## src/hdl/x86ild_pkg.sv

```systemverilog
`default_nettype none

package x86ild_pkg;

  // Longest legal instruction; anything longer is flagged
  localparam int unsigned MAX_LEN = 15;

  // Walk phases
  localparam logic [2:0] PH_PREFIX = 3'd0;
  localparam logic [2:0] PH_REX    = 3'd1;
  localparam logic [2:0] PH_ESC    = 3'd2;
  localparam logic [2:0] PH_ESC2   = 3'd3;
  localparam logic [2:0] PH_OPC    = 3'd4;
  localparam logic [2:0] PH_MODRM  = 3'd5;
  localparam logic [2:0] PH_SIB    = 3'd6;
  localparam logic [2:0] PH_SKIP   = 3'd7;

  // Opcode maps
  localparam logic [1:0] ESC_NONE = 2'd0;
  localparam logic [1:0] ESC_0F   = 2'd1;
  localparam logic [1:0] ESC_0F38 = 2'd2;
  localparam logic [1:0] ESC_0F3A = 2'd3;

  // Config register indexes
  localparam logic REG_LONG_MODE = 1'b0;

  typedef struct packed {
    logic [2:0] phase;
    logic [4:0] byte_count;
    logic [3:0] skip_left;
    logic [3:0] opsize_any;
    logic [2:0] opsize_nopromote;
    logic       fpu;
    logic       op16;
    logic       rexw;
    logic       modrm_seen;
    logic       sib_seen;
    logic [1:0] escape;
    logic [7:0] opcode;
    logic [7:0] modrm;
    logic [7:0] sib;
  } x86ild_state_t;

  localparam x86ild_state_t STATE_INIT = '{
    phase:            PH_PREFIX,
    byte_count:       5'd0,
    skip_left:        4'd0,
    opsize_any:       4'd4,
    opsize_nopromote: 3'd4,
    fpu:              1'b0,
    op16:             1'b0,
    rexw:             1'b0,
    modrm_seen:       1'b0,
    sib_seen:         1'b0,
    escape:           ESC_NONE,
    opcode:           8'd0,
    modrm:            8'd0,
    sib:              8'd0
  };

  typedef struct packed {
    logic [4:0] length;
    logic       overlong;
    logic       is_fpu;
    logic       op16_prefix;
    logic       rex_w;
    logic [1:0] escape_kind;
    logic [7:0] opcode_byte;
    logic       modrm_present;
    logic [7:0] modrm_byte;
    logic       has_sib;
    logic [7:0] sib_byte;
  } x86ild_result_t;

  // Prefix set, including the 62/63/E2/E3 pattern
  function automatic logic is_prefix(input logic [7:0] b);
    return (b == 8'hF0) || (b == 8'hF2) || (b == 8'hF3) || (b[7:2] == 6'b011001) ||
           (b[7:3] == 5'b11011) || (b[6:1] == 6'b110001);
  endfunction

  // One-byte map: opcode takes a ModRM byte
  function automatic logic modrm_one(input logic [7:0] op);
    logic r;
    unique case (op)
      8'h62, 8'h63, 8'h69, 8'h6B, 8'hC0, 8'hC1, 8'hC4, 8'hC5,
      8'hC6, 8'hC7, 8'hF6, 8'hF7, 8'hFE, 8'hFF: r = 1'b1;
      default: r = ((op & 8'hC4) == 8'h00) || (op[7:4] == 4'h8) ||
                   (op[7:2] == 6'b110100) || ((op & 8'hF6) == 8'hF6);
    endcase
    return r;
  endfunction

  // 0F map: opcode takes a ModRM byte
  function automatic logic modrm_two(input logic [7:0] op);
    logic r;
    unique case (op)
      8'h06, 8'h08, 8'h09, 8'h0B, 8'h0D, 8'h19, 8'h1A, 8'h1B,
      8'h1C, 8'h1D, 8'h1E, 8'h30, 8'h31, 8'h32, 8'h33, 8'h34,
      8'h35, 8'h37, 8'hA0, 8'hA1, 8'hA2, 8'hA8, 8'hA9, 8'hAA: r = 1'b0;
      default: r = !((op[7:3] == 5'b11001) || (op[7:4] == 4'h8));
    endcase
    return r;
  endfunction

  // Immediate size in bytes
  function automatic logic [3:0] imm_len(input x86ild_state_t s);
    logic [3:0] r;
    logic       reg_zero;
    reg_zero = (s.modrm[5:4] == 2'b00);
    r = 4'd0;
    if (!s.fpu) begin
      unique case (s.escape)
        ESC_NONE: begin
          unique case (s.opcode)
            8'h04, 8'h0C, 8'h14, 8'h1C, 8'h24, 8'h2C, 8'h34, 8'h3C,
            8'h6A, 8'h6B, 8'h80, 8'h82, 8'h83, 8'hA8, 8'hB0, 8'hB1,
            8'hB2, 8'hB3, 8'hB4, 8'hB5, 8'hB6, 8'hB7, 8'hC0, 8'hC1,
            8'hC6, 8'hCD, 8'hD4, 8'hD5, 8'hE4, 8'hE5, 8'hE6, 8'hE7,
            8'h70, 8'h71, 8'h72, 8'h73, 8'h74, 8'h75, 8'h76, 8'h77,
            8'h78, 8'h79, 8'h7A, 8'h7B, 8'h7C, 8'h7D, 8'h7E, 8'h7F,
            8'hE0, 8'hE1, 8'hE2, 8'hE3, 8'hEB, 8'hA0, 8'hA2: r = 4'd1;
            8'hF6: r = reg_zero ? 4'd1 : 4'd0;
            8'hC2, 8'hCA: r = 4'd2;
            8'h05, 8'h0D, 8'h15, 8'h1D, 8'h25, 8'h2D, 8'h35, 8'h3D,
            8'h68, 8'h69, 8'h81, 8'hA9, 8'hC7, 8'hE8, 8'hE9:
              r = {1'b0, s.opsize_nopromote};
            8'hB8, 8'hB9, 8'hBA, 8'hBB, 8'hBC, 8'hBD, 8'hBE, 8'hBF,
            8'hA1, 8'hA3: r = s.opsize_any;
            8'hF7: r = reg_zero ? {1'b0, s.opsize_nopromote} : 4'd0;
            default: r = 4'd0;
          endcase
        end
        ESC_0F: begin
          unique case (s.opcode)
            8'h0F, 8'h70, 8'h71, 8'h72, 8'h73, 8'hA4, 8'hAC, 8'hBA,
            8'hC2, 8'hC4, 8'hC5, 8'hC6: r = 4'd1;
            default: r = (s.opcode[7:4] == 4'h8) ? {1'b0, s.opsize_nopromote} : 4'd0;
          endcase
        end
        ESC_0F3A: begin
          unique case (s.opcode)
            8'h08, 8'h09, 8'h0A, 8'h0B, 8'h0C, 8'h0D, 8'h0E, 8'h14,
            8'h15, 8'h16, 8'h17, 8'h20, 8'h21, 8'h22, 8'h42, 8'h62,
            8'h63: r = 4'd1;
            default: r = 4'd0;
          endcase
        end
        ESC_0F38: r = 4'd0;
      endcase
    end
    return r;
  endfunction

endpackage

`default_nettype wire

```

## src/hdl/x86_instruction_length_decoder_unit.sv

```systemverilog
// x86 instruction length decoder.
// Input stream: one code byte per beat on s_axis_tdata, with s_axis_tuser set
// to force that byte to begin a new instruction (a partial one is dropped).
// Output stream: one beat per completed instruction on m_axis_tdata carrying
// the length (saturating at 31), overlong flag and the decoded prefix, map,
// opcode, ModRM and SIB fields. Bytes that do not end an instruction give no
// output beat.
// Path: an accepted input beat goes into the input register, then one decode
// pass writes its result into the output register.
// Throughput: one byte per cycle while the output is not stalled; the per-byte
// decode state update is the single loop.
// Config: APB register 0 (long_mode, reset 1) selects REX decoding; write it
// only while the stream is idle.
// Reset: synchronous rst clears the pipeline, returns the walker to the
// prefix phase and sets long_mode.
// Stall: while m_axis_tready is low the finished result holds in the output
// register and the input register keeps one byte; s_axis_tready drops only
// when both are full.
`default_nettype none

module x86_instruction_length_decoder_unit (
  input  wire logic        clk,
  input  wire logic        rst,
  // APB config
  input  wire logic        psel,
  input  wire logic        penable,
  input  wire logic        pwrite,
  input  wire logic [2:0]  paddr,
  input  wire logic [31:0] pwdata,
  output logic [31:0]      prdata,
  output logic             pready,
  // Byte stream in
  input  wire logic        s_axis_tvalid,
  output logic             s_axis_tready,
  input  wire logic [7:0]  s_axis_tdata,  // [7:0] code_byte
  input  wire logic        s_axis_tuser,  // [0] start_new
  // Instruction stream out
  output logic             m_axis_tvalid,
  input  wire logic        m_axis_tready,
  output logic [39:0]      m_axis_tdata   // [4:0] length, [5] overlong, [6] is_fpu,
                                          // [7] op16_prefix, [8] rex_w,
                                          // [10:9] escape_kind, [18:11] opcode_byte,
                                          // [19] modrm_present, [27:20] modrm_byte,
                                          // [28] has_sib, [36:29] sib_byte, [39:37] 0
);
  import x86ild_pkg::*;

  logic           long_mode;
  logic           in_valid;
  logic [7:0]     in_byte;
  logic           in_start;
  x86ild_state_t  state;
  x86ild_state_t  state_next;
  logic           emit;
  x86ild_result_t result;
  logic           out_free;
  logic           advance;

  // Config port
  assign pready = 1'b1;
  assign prdata = (paddr[2] == REG_LONG_MODE) ? {31'd0, long_mode} : 32'd0;

  always_ff @(posedge clk) begin
    if (rst) begin
      long_mode <= 1'b1;
    end else if (psel && penable && pwrite && pready && paddr[2] == REG_LONG_MODE) begin
      long_mode <= pwdata[0];
    end
  end

  // Handshake
  assign out_free      = !m_axis_tvalid || m_axis_tready;
  assign advance       = in_valid && out_free;
  assign s_axis_tready = !in_valid || advance;

  // Input register
  always_ff @(posedge clk) begin
    if (rst) begin
      in_valid <= 1'b0;
    end else if (s_axis_tready) begin
      in_valid <= s_axis_tvalid;
    end
  end

  always_ff @(posedge clk) begin
    if (s_axis_tready && s_axis_tvalid) begin
      in_byte  <= s_axis_tdata;
      in_start <= s_axis_tuser;
    end
  end

  // Decode pass
  x86ild_step u_step (
    .cur       (state),
    .code_byte (in_byte),
    .start_new (in_start),
    .long_mode (long_mode),
    .nxt       (state_next),
    .emit      (emit),
    .result    (result)
  );

  always_ff @(posedge clk) begin
    if (rst) begin
      state <= STATE_INIT;
    end else if (advance) begin
      state <= state_next;
    end
  end

  // Output register
  always_ff @(posedge clk) begin
    if (rst) begin
      m_axis_tvalid <= 1'b0;
    end else if (advance && emit) begin
      m_axis_tvalid <= 1'b1;
    end else if (m_axis_tready) begin
      m_axis_tvalid <= 1'b0;
    end
  end

  always_ff @(posedge clk) begin
    if (advance && emit) begin
      m_axis_tdata <= {3'd0, result.sib_byte, result.has_sib, result.modrm_byte,
                       result.modrm_present, result.opcode_byte, result.escape_kind,
                       result.rex_w, result.op16_prefix, result.is_fpu,
                       result.overlong, result.length};
    end
  end

endmodule

`default_nettype wire

```

## src/hdl/x86ild_step.sv

```systemverilog
`default_nettype none

module x86ild_step (
  input  wire x86ild_pkg::x86ild_state_t  cur,
  input  wire logic [7:0]                 code_byte,
  input  wire logic                       start_new,
  input  wire logic                       long_mode,
  output x86ild_pkg::x86ild_state_t       nxt,
  output logic                            emit,
  output x86ild_pkg::x86ild_result_t      result
);
  import x86ild_pkg::*;

  x86ild_state_t s;
  logic          handled;
  logic          take;
  logic          after;
  logic          tail_en;
  logic          fin;
  logic [3:0]    disp;
  logic [3:0]    skip_sum;
  logic [1:0]    mod;
  logic [2:0]    rm;

  always_comb begin
    s        = cur;
    handled  = 1'b0;
    take     = 1'b0;
    after    = 1'b0;
    tail_en  = 1'b0;
    fin      = 1'b0;
    disp     = 4'd0;
    skip_sum = 4'd0;
    mod      = 2'd0;
    rm       = 3'd0;
    result   = '0;

    // Restart on request, count the byte
    if (start_new) s = STATE_INIT;
    if (s.byte_count != 5'd31) s.byte_count = s.byte_count + 5'd1;

    // Prefix bytes
    if (s.phase == PH_PREFIX) begin
      if (is_prefix(code_byte)) begin
        handled = 1'b1;
        if (code_byte == 8'h66) begin
          s.op16             = 1'b1;
          s.opsize_any       = 4'd2;
          s.opsize_nopromote = 3'd2;
        end else if (code_byte[7:3] == 5'b11011) begin
          s.fpu   = 1'b1;
          s.phase = PH_REX;
        end
      end else begin
        s.phase = PH_REX;
      end
    end

    // REX bytes in long mode
    if (!handled && s.phase == PH_REX) begin
      if (long_mode && code_byte[7:4] == 4'h4) begin
        handled = 1'b1;
        if (code_byte[3]) begin
          s.rexw       = 1'b1;
          s.opsize_any = 4'd8;
        end
      end else begin
        s.phase = PH_ESC;
      end
    end

    // Escapes, opcode, ModRM, SIB, trailing bytes
    if (!handled) begin
      unique case (s.phase)
        PH_ESC: begin
          if (code_byte == 8'h0F) begin
            s.escape = ESC_0F;
            s.phase  = PH_ESC2;
          end else begin
            take = 1'b1;
          end
        end
        PH_ESC2: begin
          if (code_byte == 8'h38 || code_byte == 8'h3A) begin
            s.escape = (code_byte == 8'h38) ? ESC_0F38 : ESC_0F3A;
            s.phase  = PH_OPC;
          end else begin
            take = 1'b1;
          end
        end
        PH_OPC: take = 1'b1;
        PH_MODRM: begin
          s.modrm = code_byte;
          after   = 1'b1;
        end
        PH_SIB: begin
          s.sib = code_byte;
          if (s.modrm[7:6] == 2'd0 && code_byte[2:0] == 3'd5) disp = 4'd4;
          if (s.modrm[7:6] == 2'd1) disp = disp + 4'd1;
          if (s.modrm[7:6] == 2'd2) disp = disp + 4'd4;
          tail_en = 1'b1;
        end
        PH_SKIP: begin
          if (s.skip_left != 4'd0) s.skip_left = s.skip_left - 4'd1;
          if (s.skip_left == 4'd0) fin = 1'b1;
        end
        PH_PREFIX, PH_REX: begin
        end
      endcase
    end

    // Opcode byte
    if (take) begin
      s.opcode = code_byte;
      if (s.fpu) begin
        if (code_byte[7:6] != 2'b11) begin
          s.modrm_seen = 1'b1;
          s.modrm      = code_byte;
          after        = 1'b1;
        end else begin
          tail_en = 1'b1;
        end
      end else if ((s.escape == ESC_NONE && modrm_one(code_byte)) ||
                   (s.escape == ESC_0F && modrm_two(code_byte)) ||
                   s.escape == ESC_0F38 || s.escape == ESC_0F3A) begin
        s.modrm_seen = 1'b1;
        s.phase      = PH_MODRM;
      end else begin
        tail_en = 1'b1;
      end
    end

    // Addressing form from ModRM
    if (after) begin
      mod = s.modrm[7:6];
      rm  = s.modrm[2:0];
      if (mod != 2'd3 && rm == 3'd4) begin
        s.sib_seen = 1'b1;
        s.phase    = PH_SIB;
      end else begin
        tail_en = 1'b1;
        if (mod == 2'd0 && rm == 3'd5) disp = 4'd4;
        else if (mod == 2'd1)          disp = 4'd1;
        else if (mod == 2'd2)          disp = 4'd4;
        else                           disp = 4'd0;
      end
    end

    // Displacement plus immediate still to come
    if (tail_en) begin
      skip_sum    = disp + imm_len(s);
      s.skip_left = skip_sum;
      if (skip_sum == 4'd0) fin = 1'b1;
      else s.phase = PH_SKIP;
    end

    // Instruction complete
    if (fin) begin
      result.length        = s.byte_count;
      result.overlong      = (s.byte_count > 5'(MAX_LEN));
      result.is_fpu        = s.fpu;
      result.op16_prefix   = s.op16;
      result.rex_w         = s.rexw;
      result.escape_kind   = s.escape;
      result.opcode_byte   = s.opcode;
      result.modrm_present = s.modrm_seen;
      result.modrm_byte    = s.modrm_seen ? s.modrm : 8'd0;
      result.has_sib       = s.sib_seen;
      result.sib_byte      = s.sib_seen ? s.sib : 8'd0;
      s = STATE_INIT;
    end

    nxt  = s;
    emit = fin;
  end

endmodule

`default_nettype wire
```

## config.mk

```make
export PLATFORM = sky130hd
export DESIGN_NAME = x86_instruction_length_decoder_unit
export DESIGN_NICKNAME = d
export VERILOG_FILES = /design/src/hdl/x86ild_pkg.sv /design/src/hdl/x86_instruction_length_decoder_unit.sv /design/src/hdl/x86ild_step.sv
export SDC_FILE = /design/constraint.sdc
export NUM_CORES = 1
export LEC_CHECK = 0
export BUFFER_PORTS_ARGS = -buffer_cell sky130_fd_sc_hd__buf_2
export CORE_UTILIZATION = 43
export DETAILED_ROUTE_END_ITERATION = 8
export PLACE_DENSITY = 0.67
export SLEW_MARGIN = 10
export SYNTH_ARGS = -nofsm -noshare
export SYNTH_HDL_FRONTEND = slang
export SYNTH_SLANG_ARGS = --single-unit
```

## constraint.sdc

```tcl
create_clock -name clk -period 12.2 [get_ports clk]
set_input_delay 0 -clock clk [delete_from_list [all_inputs] [get_ports clk]]
set_output_delay 0 -clock clk [all_outputs]
set_load 0.05 [all_outputs]
```

**After elaboration in Yosys (flattened, before gate mapping)**

Cells that the tools add are included.

- Register bits after elaboration: 99
- Bits of input ports: 51
- Word-level logic and storage cells: 370

- Add/sub/neg operators: 5
- $lt $le $gt $ge: 1
- Eq/ne operators: 176
- Multiplexer cells: 113
- Bitwise gates (word level): 1
- Reductions and logical operators: 52

Operators with widths:

| kind | number |
|---|---|
| $eq 8x8->1 const B | 71 |
| $eq 8x7->1 const B | 28 |
| $eq 8x6->1 const B | 20 |
| $eq 8x4->1 const B | 13 |
| $mux 50 | 2 |
| $eq 8x5->1 const B | 12 |
| $mux 4 | 24 |
| $mux 3 | 20 |
| $reduce_or 55->1 | 1 |
| $mux 1 | 49 |
| $mux 16 | 2 |
| $mux 8 | 4 |
| $eq 8x3->1 const B | 3 |
| $pmux 4 s6 | 1 |
| $reduce_or 24->1 | 1 |
| $eq 3x3->1 const B | 7 |
| $eq 6x6->1 const B | 3 |
| $mux 9 | 2 |
| $reduce_or 17->1 | 1 |
| $pmux 4 s4 | 1 |
| $logic_or 1x1->1 | 15 |
| $reduce_or 15->1 | 1 |
| $reduce_or 14->1 | 1 |
| $logic_and 1x1->1 | 13 |
| 34 further kinds | 53 |

**Logic depth before layout (Yosys ltp)**

Gate-level depths: netlist (run 1).

- Depth in word-level cells: 31
- Gate-level depth with buffers: 27
- Depth with buffers taken out: 20

**Hierarchy**

Synthesis (run 1) repeated with hierarchy kept, for this count alone.

- Cell total of the unflattened synthesis: 1,003
- Area total of the unflattened synthesis: 7,963.9 um^2

By module, submodules not included:

| module | instances | cells each | area an instance (um^2) | sequential area each (um^2) |
|---|---|---|---|---|
| x86ild_step | 1 | 675 | 4,032.6 | 0.0 |
| x86_instruction_length_decoder_unit | 1 | 328 | 3,931.3 | 2,442.3 |

**Least setup slack after synthesis (run 1)**

OpenSTA, ideal clock, no wires.

- Kind: register -> register
- Start point: register in_byte[7]
- End point: register m_axis_tdata[0] (enable)
- Library setup time: 0.431 ns
- Arrival: 6.564 ns
- Setup slack: 5.205 ns
- Stages on the path, launching flop included: 25
- Buffers on the path: 6
- Cell sequence: edfxtp_1 buf_6 or2_2 clkbuf_1 nor4_1 o21a_1 buf_2 buf_2 buf_2 mux2i_1 o31a_1 o22ai_1 a21oi_1 nand2_1 o21ai_0 a21oi_1 ha_1 ha_1 xor2_1 or3_1 and4bb_4 mux2_4 nor2_2 buf_2 nor2_1

- Cells in the longest elaborated chain, start to end: 28
- Elaborated cells between the ends (all ways): 278
- Those cells by class: add/sub: 1; eq/ne: 171; mux: 71; reduce/logical: 35

Ends and longest elaborated chain:

| what | line | source |
|---|---|---|
| start, declared | x86_instruction_length_decoder_unit.sv:50 | `logic [7:0] in_byte;` |
| start signal, assigned | x86_instruction_length_decoder_unit.sv:87 | `in_byte <= s_axis_tdata;` |
| branches (longest 26 deep; another with $eq 8x8->1) | n/a |  |
| $mux 1 (*) | x86ild_step.sv:150 | `if (tail_en) begin` |
| $logic_and 1x1->1 (*) | x86_instruction_length_decoder_unit.sv:123 | `if (advance && emit) begin` |
| end signal, assigned | x86_instruction_length_decoder_unit.sv:124 | `m_axis_tdata <= {3'd0, result.sib_byte, result.has_sib, result.modrm_byte,` |
| end, declared | x86_instruction_length_decoder_unit.sv:40 | `output logic [39:0] m_axis_tdata` |

Mark *: on every way between the ends. The select of a mux whose other input is x is not followed.
A chain may end at the register's enable or synchronous reset.

**Final worst setup path (run 1)**

- Start point: register in_byte[5]
- End point: register m_axis_tdata[11] (enable)

The elaborated chain is that of the path after synthesis.

==> results_dict.tcl, run 1 <==
set metrics [dict create \
    swShare 0.354 \
    layout_commonest_cell "nand2_1" \
    p_clk_frac 0.317 \
    grt-ovfl-total 0 \
    power.density_nw_per_um2 122 \
    slew_viol_final 0 \
    gp_congestion 0.963 \
    worst-path-max-fanout 37 \
    ys_seq_area_frac 0.372 \
    hold_depth 3 \
    crit_required_ns 12.17 \
    synth_top_family_by_area "compound AO/OA/AOI/OAI gates" \
    synth-simple-area-share 0.238 \
    final_cell_mix "119 x nand2_1, 79 x nor2_1, 57 x buf_2, 53 x dfxtp_1" \
    violations "design-rule violations" \
    synth-warning-count 0 \
    p_int_mw 0.569 \
    critPathLaunch "in_byte[5]" \
    endpoint "m_axis_tdata[11]" \
    ys_types 85 \
    post_drt_wl_per_cell_um 18.6 \
    fin_crit_sh 0.623 \
    netlist_area_um2 6570 \
    drc 4 \
    numPortBuffers 57 \
    post_dp_cell_area_um2 6810 \
    crit_type "register to register" \
    clk_latency_ns 0.36 \
    grt_usage 0.243 \
    ys_async_sr_fraction 0 \
    period_minus_slack_ns 7.61 \
    dpl.hpwl_mm 13.4 \
    fin_area_um2 7230 \
    synth_top_area_share 0.210 \
    cts.clk_slew.worst_paths_ns 0.07 \
    end_kind "register" \
    crit_chain "or4bb_1, a221oi_1, o41a_4, o21a_1, buf_4, mux2i_1, o21ai_0, o211ai_1, a31oi_1, o2111ai_1, o21ai_0, a21oi_1, ha_1, ha_1, or3_1, and4bb_4, mux2_4, nor2_2, buf_4, nor2_4" \
    start_util 0.447 \
    vias_per_cell 6.03 \
    area_growth_pct 10.0 \
    grt_max_degree 41 \
    layout_setup_ws_ns 4.59 \
    synth_edf_count 46 \
    syn_area_per_cell_um2 8.25 \
    fmax_ghz 0.131 \
    pwr-share-comb 0.251 \
    r2r-start "in_byte[5]" \
    design.die.area_um2 15800 \
    cp-start-kind "register" \
    cp_slowest_cell "edfxtp_1" \
    max_cap_violations 0 \
    ys_ff_latch 99 \
    p_seq_frac 0.432 \
    synthXorXnorAreaFrac 0.00667 \
    crit_buf_inv 2 \
    antenna_found_initial 0 \
    synth_area_leaders "edfxtp_1 21%, dfxtp_1 16%, nand2_1 6.8%, nor2_1 4.6%, buf_4 4.3%" \
    io_pins 126 \
    cts_buffer_depth 2 \
    ir_drop_mv 0.0769 \
    via_count 6180 \
    post_cts_resized 0 \
    setup_viol 0 \
    cts-htree-levels 3 \
    synth_mux_area_frac 0.0429 \
    first_global_vias 5586 \
    fin_cells 1025 \
    reg2reg_slack_ns 4.59 \
    drt.antenna.violating_nets 0 \
    slowest_delay_ns 0.83 \
    drt_pass1_iterations 9 \
    std_cell_rows 44 \
    synth_flop_cell "dfxtp_1" \
    final-hold-violation-count 0 \
    cts_setup_buffers 0 \
    hold_class "input port to register" \
    core_um2 14700 \
    drive_gt1_frac 0.139 \
    tritoncts "built" \
    die_y_um 126 \
    dp_slack_ns 4.67 \
    timing.rr.end "m_axis_tdata[11]" \
    fin_setup_tns_ns 0 \
    tightest_slew_ns 1.03 \
    grt_pass1_wl_mm 30.3 \
    cts_buffers 9 \
    clock_sinks 99 \
    fin_total_pwr_mw 0.881 \
    synth_compound_area_frac 0.241 \
    drt_wl_total_mm 19.1 \
    crit_cells 20 \
    antenna_cells 0 \
    crit_arrival_ns 7.58 \
    power_leakage_nw 2.58 \
    die_w_um 126 \
    num-nets-final 893 \
    initialDrtViolationCount 599 \
    reg2reg_depth 20 \
    hold_ws_ns 0.0433 \
    dpl.cell_count 996 \
    synthCells 796 \
    status "finished, violations left" \
    cts-root-buf "clkbuf_16" \
    synth_largest_area_cell "edfxtp_1" \
    relSlewSlack 0.313 \
    switchingPower_mw 0.312 \
    critPathTopFamily "simple AND/OR/NAND/NOR gates" \
    clock_skew_ns 0.0112 \
    synth_adder_area_share 0.0114 \
    final_core_util 0.492 \
    rsz0062_at_grt "false" \
]
[synth_stat cells (7+ instances only)]
master and number:
nand2_1 119, a31oi_1 19, nor2b_1 14, edfxtp_1 46, nand3_1 17, o21ai_0 50
nor2_1 81, dfxtp_1 53, o211ai_1 8, buf_4 38, o22ai_1 14, buf_2 10
a221oi_2 9, nor3_1 20, clkbuf_1 32, or3_1 7, o2bb2ai_1 8, nand2b_1 13
inv_1 24, mux2i_1 21, a21oi_1 50
[logic make-up (layout without fill, tap and decap cells)]
kind of cell    after synthesis  count (layout)
simple gates                326             326
compound gates              224             224
mux                          26              26
buf+inv                     108             120
xor+xnor                      5               5
fa+ha+maj                     6               6
other cells                   2              35
flops                        99              99
[tightest hold or removal path, stage by stage]
cell	delay, ns
buf_2	0.07
and4b_1	0.19
o211ai_1	0.08
[area by class of cell]
type | instances | area (µm²)
clock buffer | 11 | 243
clock inverter | 5 | 43.8
fill | 1459 | 7470
inverter | 25 | 93.8
multi-input combinational | 622 | 3690
sequential | 99 | 2440
tap | 184 | 230
timing repair buffer | 79 | 483
[layer usage]
| metal | GRT usage | part of all wire | vias to the layer above |
|---|---|---|---|
| met5 | 0 | 0 | - |
| met3 | 0.0274 | 0.075 | 41 |
| met2 | 0.386 | 0.45 | 300 |
| li1 | - | - | 2922 |
| met4 | 0.0961 | 0.029 | 0 |
| met1 | 0.337 | 0.44 | 2917 |
[worst min path at each step]
stage                          from         end
global route                 pwrite   long_mode
detailed placement     s_axis_tuser    in_start
global placement       s_axis_tuser    in_start
CTS                          pwrite   long_mode
finish                       pwrite   long_mode
floorplan           s_axis_tdata[0]  in_byte[0]
[timing repair]
action	CTS	global route
hold buffers	13	0
setup endpoints to repair	0	0
hold endpoints to repair	12	0
[flip-flops by register name, indices dropped and copies added, names as in the netlist]
register,cells
in_valid,1
in_start,1
m_axis_tvalid,1
long_mode,1
state,50
m_axis_tdata,37
in_byte,8
[power by group through the flow]
| stage | Clock (mW) | Sequential, mW | Combinational, mW |
|---|---|---|---|
| 3_5_place_dp | 0 | 0.388 | 0.213 |
| 2_1_floorplan | 0 | 0.402 | 0.160 |
| 6_report | 0.279 | 0.381 | 0.221 |
| 4_1_cts | 0.283 | 0.380 | 0.217 |
| 3_3_place_gp | 0 | 0.387 | 0.212 |
| 5_1_grt | 0.295 | 0.383 | 0.235 |
No activity file was read; power rests on OpenSTA's default activity.
==> inputs of run 2 (changes only) <==
Settings changed: ABC_AREA set to 1.
Clock period 12.2 ns to 7.4 ns, I/O delays scaled along.
==> results_dict.tcl, run 2 <==
set metrics [dict create \
    grt-ovfl-total 0 \
    drt.antenna.violating_nets 0 \
    fillers 1466 \
    layout_commonest_cell "nand2_1" \
    synthCells 906 \
    synth_top_area_share 0.217 \
    path_common_cell "nand2_1" \
    die_y_um 124 \
    cp-start-kind "register" \
    end_kind "register" \
    power.density_nw_per_um2 264 \
    drt_wl_total_mm 17.4 \
    cts_buffer_depth 2 \
    fin_area_um2 7100 \
    grt_max_degree 52 \
    setup_viol 0 \
    crit_required_ns 7.45 \
    num-nets-final 1014 \
    drt_pass1_iterations 8 \
    post_dp_cell_area_um2 6650 \
    clock_skew_ns 0.00953 \
    io_pins 126 \
    dpl.hpwl_mm 11.8 \
    status "completed" \
    crit_type "register to register" \
    yosysMostFrequentCell "nand2_1" \
    rsz0062_at_grt "false" \
    hold_class "input port to register" \
    design.die.area_um2 15300 \
    cts-htree-levels 3 \
    worst-path-max-fanout 37 \
    ir_drop_mv 0.162 \
    drc 0 \
    die_w_um 124 \
    cp_slowest_cell "edfxtp_1" \
    cts-root-buf "clkbuf_16" \
    final_cell_mix "220 x nand2_1, 96 x inv_1, 85 x nor2_1, 79 x a21oi_1, 57 x buf_2" \
    synth_common_cells "220 x nand2_1, 96 x inv_1, 85 x nor2_1" \
    synth_largest_area_cell "edfxtp_1" \
    first_global_vias 5503 \
    synth_flop_cell "dfxtp_1" \
    power_leakage_nw 3.16 \
    ys_ff_latch 99 \
    initialDrtViolationCount 652 \
    std_cell_rows 44 \
    synth_edf_count 46 \
    ys_types 48 \
    cts.clk_slew.worst_paths_ns 0.07 \
    post_drt_wl_per_cell_um 15.1 \
    top_register "state" \
    fin_setup_tns_ns 0 \
    start_util 0.440 \
    core_um2 14500 \
    fin_crit_sh 0.867 \
    synth-warning-count 0 \
    drive_gt1_frac 0.143 \
    max_cap_violations 0 \
    fmax_ghz 0.156 \
    tightest_slew_ns 0.664 \
    netlist_area_um2 6370 \
    vias_per_cell 5.37 \
    largest_reg_flops 50 \
    cts_buffers 9 \
    reg2reg_slack_ns 0.98 \
    via_count 6158 \
    slew_viol_final 0 \
    period_minus_slack_ns 6.42 \
    final-hold-violation-count 0 \
    antenna_found_initial 0 \
    gp_congestion 0.960 \
    crit_arrival_ns 6.47 \
    relSlewSlack 0.556 \
    tritoncts "built" \
    ys_async_sr_fraction 0 \
    numPortBuffers 57 \
    final_core_util 0.490 \
    clk_latency_ns 0.36 \
    reg_top3 "state x50, m_axis_tdata x37, in_byte x8" \
    grt_usage 0.235 \
    slowest_delay_ns 0.57 \
    clock_sinks 99 \
    area_growth_pct 11.3 \
    syn_area_per_cell_um2 7.04 \
    grt_pass1_wl_mm 27.4 \
    synth_area_leaders "edfxtp_1 22%, dfxtp_1 17%, nand2_1 13%, a21oi_1 6.2%, inv_1 5.7%" \
    antenna_cells 0 \
    ys_seq_area_frac 0.383 \
]
[run 2: changes by cell type after synthesis, moves of 17 or more]
cell     previous run  this run
nand3_1            17        46
a31oi_1            19         2
a21oi_1            50        79
mux2i_1            21         0
inv_1              24        96
nand4_1             6        46
nand2_1           119       220
[run 2: worst max-delay path, delay by kind of cell, from the launching register on]
family / cells / cell delay [ns]
AOI/OAI and AO/OA: 5 / 1.04
and+or+nand+nor: 19 / 3.07
DFF: 1 / 0.57
adders and majority gates: 2 / 0.42
xor gates and xnor gates: 1 / 0.18
buffers and inverters: 4 / 0.79
[run 2: kinds of logic after synthesis]
| family | after synthesis | share of synthesized area |
|---|---|---|
| AOI/OAI and AO/OA | 154 | 0.137 |
| xor gates and xnor gates | 3 | 0.00412 |
| adders and majority gates | 6 | 0.0118 |
| buffers and inverters | 188 | 0.140 |
| DFF | 99 | 0.383 |
| other | 2 | 0.00118 |
| and+or+nand+nor | 454 | 0.322 |
[run 2: per-stage QoR]
step / setup slack (ns) / total power, mW / instances / hold WS [ns]
after floorplan: 2.02 / 1.25 / 939 / 0.0989
after global placement: 1.13 / 1.37 / 1116 / 0.177
after detailed placement: 1.09 / 1.37 / 1116 / 0.178
after CTS: 1.04 / 1.87 / 1146 / 0.242
after global routing: 0.528 / 1.97 / 1146 / 0.281
final: 0.981 / 1.87 / 1146 / 0.258
[run 2: worst paths after layout]
| path | startpoint | end | depth (start not counted) |
|---|---|---|---|
| setup reg to reg | in_byte[7] | m_axis_tdata[18] | 31 |
| hold / removal | rst | state[41] | 3 |
| setup / recovery | in_byte[7] | m_axis_tdata[18] | 31 |
| hold reg to reg | state[7] | state[7] | 2 |
[run 2: layout make-up]
cell class              count  area, µm²  share of cell area
multi-input cells         652       3160               0.446
flip-flops and latches     99       2440               0.344
repair buffers             83        528              0.0744
inverters                 112        423              0.0596
well taps                 184        230              0.0324
clock buffers               9        225              0.0317
clock inverters             7       83.8              0.0118
[run 2: timing repair]
item | CTS | global route
buffers inserted | 0 | 0
gates resized for setup | 0 | 0
hold buffers | 14 | 0
endpoints found under the hold margin | 12 | 0
[run 2: routing by layer]
| layer | up-vias | track usage | share of wire |
|---|---|---|---|
| li1 | 3036 | - | - |
| met1 | 2796 | 0.314 | 0.45 |
| met2 | 305 | 0.362 | 0.44 |
| met3 | 21 | 0.0632 | 0.092 |
| met4 | 0 | 0.0821 | 0.015 |
| met5 | - | 0 | 0 |
[run 2: report_power, final]
| group | switching (mW) | internal, mW | total [mW] |
|---|---|---|---|
| logic | 0.564 | 0.164 | 0.728 |
| clock network | 0.226 | 0.270 | 0.496 |
| registers | 0.0183 | 0.629 | 0.647 |
| total | 0.809 | 1.06 | 1.87 |
==> inputs of run 3 (changes only) <==
--- a/config.mk
+++ b/config.mk
@@ -9,4 +9,5 @@
 export BUFFER_PORTS_ARGS = -buffer_cell sky130_fd_sc_hd__buf_2
 export CORE_UTILIZATION = 43
+export CTS_BUF_LIST = sky130_fd_sc_hd__clkbuf_16
 export DETAILED_ROUTE_END_ITERATION = 8
 export PLACE_DENSITY = 0.67
==> constraint.sdc (replaced) <==
create_clock -name clk -period 7.4 [get_ports clk]
set_input_delay 2.22 -clock clk [delete_from_list [all_inputs] [get_ports clk]]
set_output_delay 2.22 -clock clk [all_outputs]
set_load 0.05 [all_outputs]
==> results_dict.tcl, run 3 (synthesized netlist as in run 2, its figures left out) <==
set metrics [dict create \
    multiInputGateArea_um2 3160 \
    cp_slowest_cell "edfxtp_1" \
    max_cap_violations 0 \
    area_growth_pct 8.81 \
    numPortBuffers 57 \
    start_util 0.440 \
    num-nets-final 1001 \
    fmax_ghz 0.153 \
    dpl.hpwl_mm 12.0 \
    fillers 1460 \
    clock_sinks 99 \
    fin_setup_tns_ns 0 \
    largest_reg_flops 50 \
    crit_required_ns 7.45 \
    clock_skew_ns 0.0100 \
    clk_latency_ns 0.36 \
    cts-root-buf "clkbuf_16" \
    power_leakage_nw 3.10 \
    final_cell_mix "220 x nand2_1, 96 x inv_1, 85 x nor2_1, 79 x a21oi_1, 57 x buf_2" \
    end_kind "register" \
    cts.clk_slew.worst_paths_ns 0.07 \
    design.die.area_um2 15300 \
    cts_buffer_depth 2 \
    post_drt_wl_per_cell_um 15.2 \
    relSlewSlack 0.538 \
    slowest_delay_ns 0.61 \
    final-hold-violation-count 0 \
    initialDrtViolationCount 818 \
    std_cell_rows 44 \
    status "completed" \
    fin_crit_sh 0.884 \
    setup_viol 0 \
    m1WireLength_mm 7.94 \
    antenna_cells 0 \
    die_y_um 124 \
    regArea_um2 2440 \
    antenna_found_initial 0 \
    slew_viol_final 0 \
    via_count 6126 \
    grt_usage 0.233 \
    die_w_um 124 \
    crit_type "register to register" \
    ir_drop_mv 0.152 \
    dr.max_layer_used "met4" \
    hold_class "register to register" \
    cts-htree-levels 3 \
    drc 0 \
    vias_per_cell 5.41 \
    top_register "state" \
    drive_gt1_frac 0.146 \
    post_dp_cell_area_um2 6660 \
    core_um2 14500 \
    cts_setup_buffers 0 \
    gp_congestion 1.00 \
    holdBufCountCts 0 \
    drt_wl_total_mm 17.2 \
    wl_met3_mm 1.39 \
    met2_length_mm 7.56 \
    crit_arrival_ns 6.59 \
    worst-path-max-fanout 37 \
    post_cts_resized 0 \
    drt.antenna.violating_nets 0 \
    io_pins 126 \
    cp-start-kind "register" \
    hold_ws_ns 0.465 \
    fin_area_um2 6940 \
    reg_top3 "state x50, m_axis_tdata x37, in_byte x8" \
    layout_commonest_cell "nand2_1" \
    rsz0062_at_grt "false" \
    tightest_slew_ns 0.691 \
    grt_max_degree 52 \
    cts_buffers 9 \
    power.density_nw_per_um2 263 \
    drt_pass1_iterations 5 \
    tritoncts "built" \
    grt_pass1_wl_mm 27.2 \
    grt-ovfl-total 0 \
    path_common_cell "nand2_1" \
    first_global_vias 5280 \
    period_minus_slack_ns 6.54 \
]
[run 3: metal layers]
| layer | track usage | up-vias |
|---|---|---|
| met1 | 0.339 | 2794 |
| met2 | 0.348 | 282 |
| met5 | 0 | - |
| met3 | 0.0339 | 28 |
| li1 | - | 3022 |
| met4 | 0.0843 | 0 |
[run 3: final timing paths]
path                                         end  slack (ns)  startpoint  depth (start not counted)
worst min-delay path                   state[23]        0.46   state[23]                          2
worst min register to register         state[23]        0.46   state[23]                          2
worst max register to register  m_axis_tdata[16]        0.86  in_byte[6]                         30
worst max-delay path            m_axis_tdata[16]        0.86  in_byte[6]                         30
[run 3: cell type report]
type                       count  share of cell area
tap                          184              0.0332
clock buffer                   9              0.0325
timing repair buffer          70              0.0570
inverter                     112              0.0610
clock inverter                 7             0.00812
sequential                    99               0.352
multi-input combinational    652               0.456
[run 3: stage by stage]
| step | cells | utilization | power [mW] | worst slack [ns] |
|---|---|---|---|---|
| after CTS | 1133 | 0.479 | 1.83 | 0.997 |
| after detailed placement | 1117 | 0.460 | 1.37 | 1.05 |
| after floorplan | 939 | - | 1.25 | 2.02 |
| after global placement | 1117 | 0.460 | 1.38 | 1.01 |
| after global routing | 1133 | 0.479 | 1.93 | 0.410 |
| final | 1133 | 0.479 | 1.83 | 0.861 |
[run 3: worst max-delay path, delay by kind of cell (launching register included)]
family / cells / cell delay (ns)
AO/OA/AOI/OAI: 5 / 1.11
flip-flops: 1 / 0.61
buffers and inverters: 5 / 0.78
adder cells (fa/ha/maj): 2 / 0.42
XOR/XNOR: 1 / 0.18
AND/OR/NAND/NOR: 17 / 3.10
[run 3: report_power, final]
| group | internal [mW] | switching [mW] | leakage (nW) |
|---|---|---|---|
| Sequential | 0.629 | 0.0191 | 0.888 |
| Combinational | 0.162 | 0.558 | 2.07 |
| Clock | 0.234 | 0.226 | 0.139 |
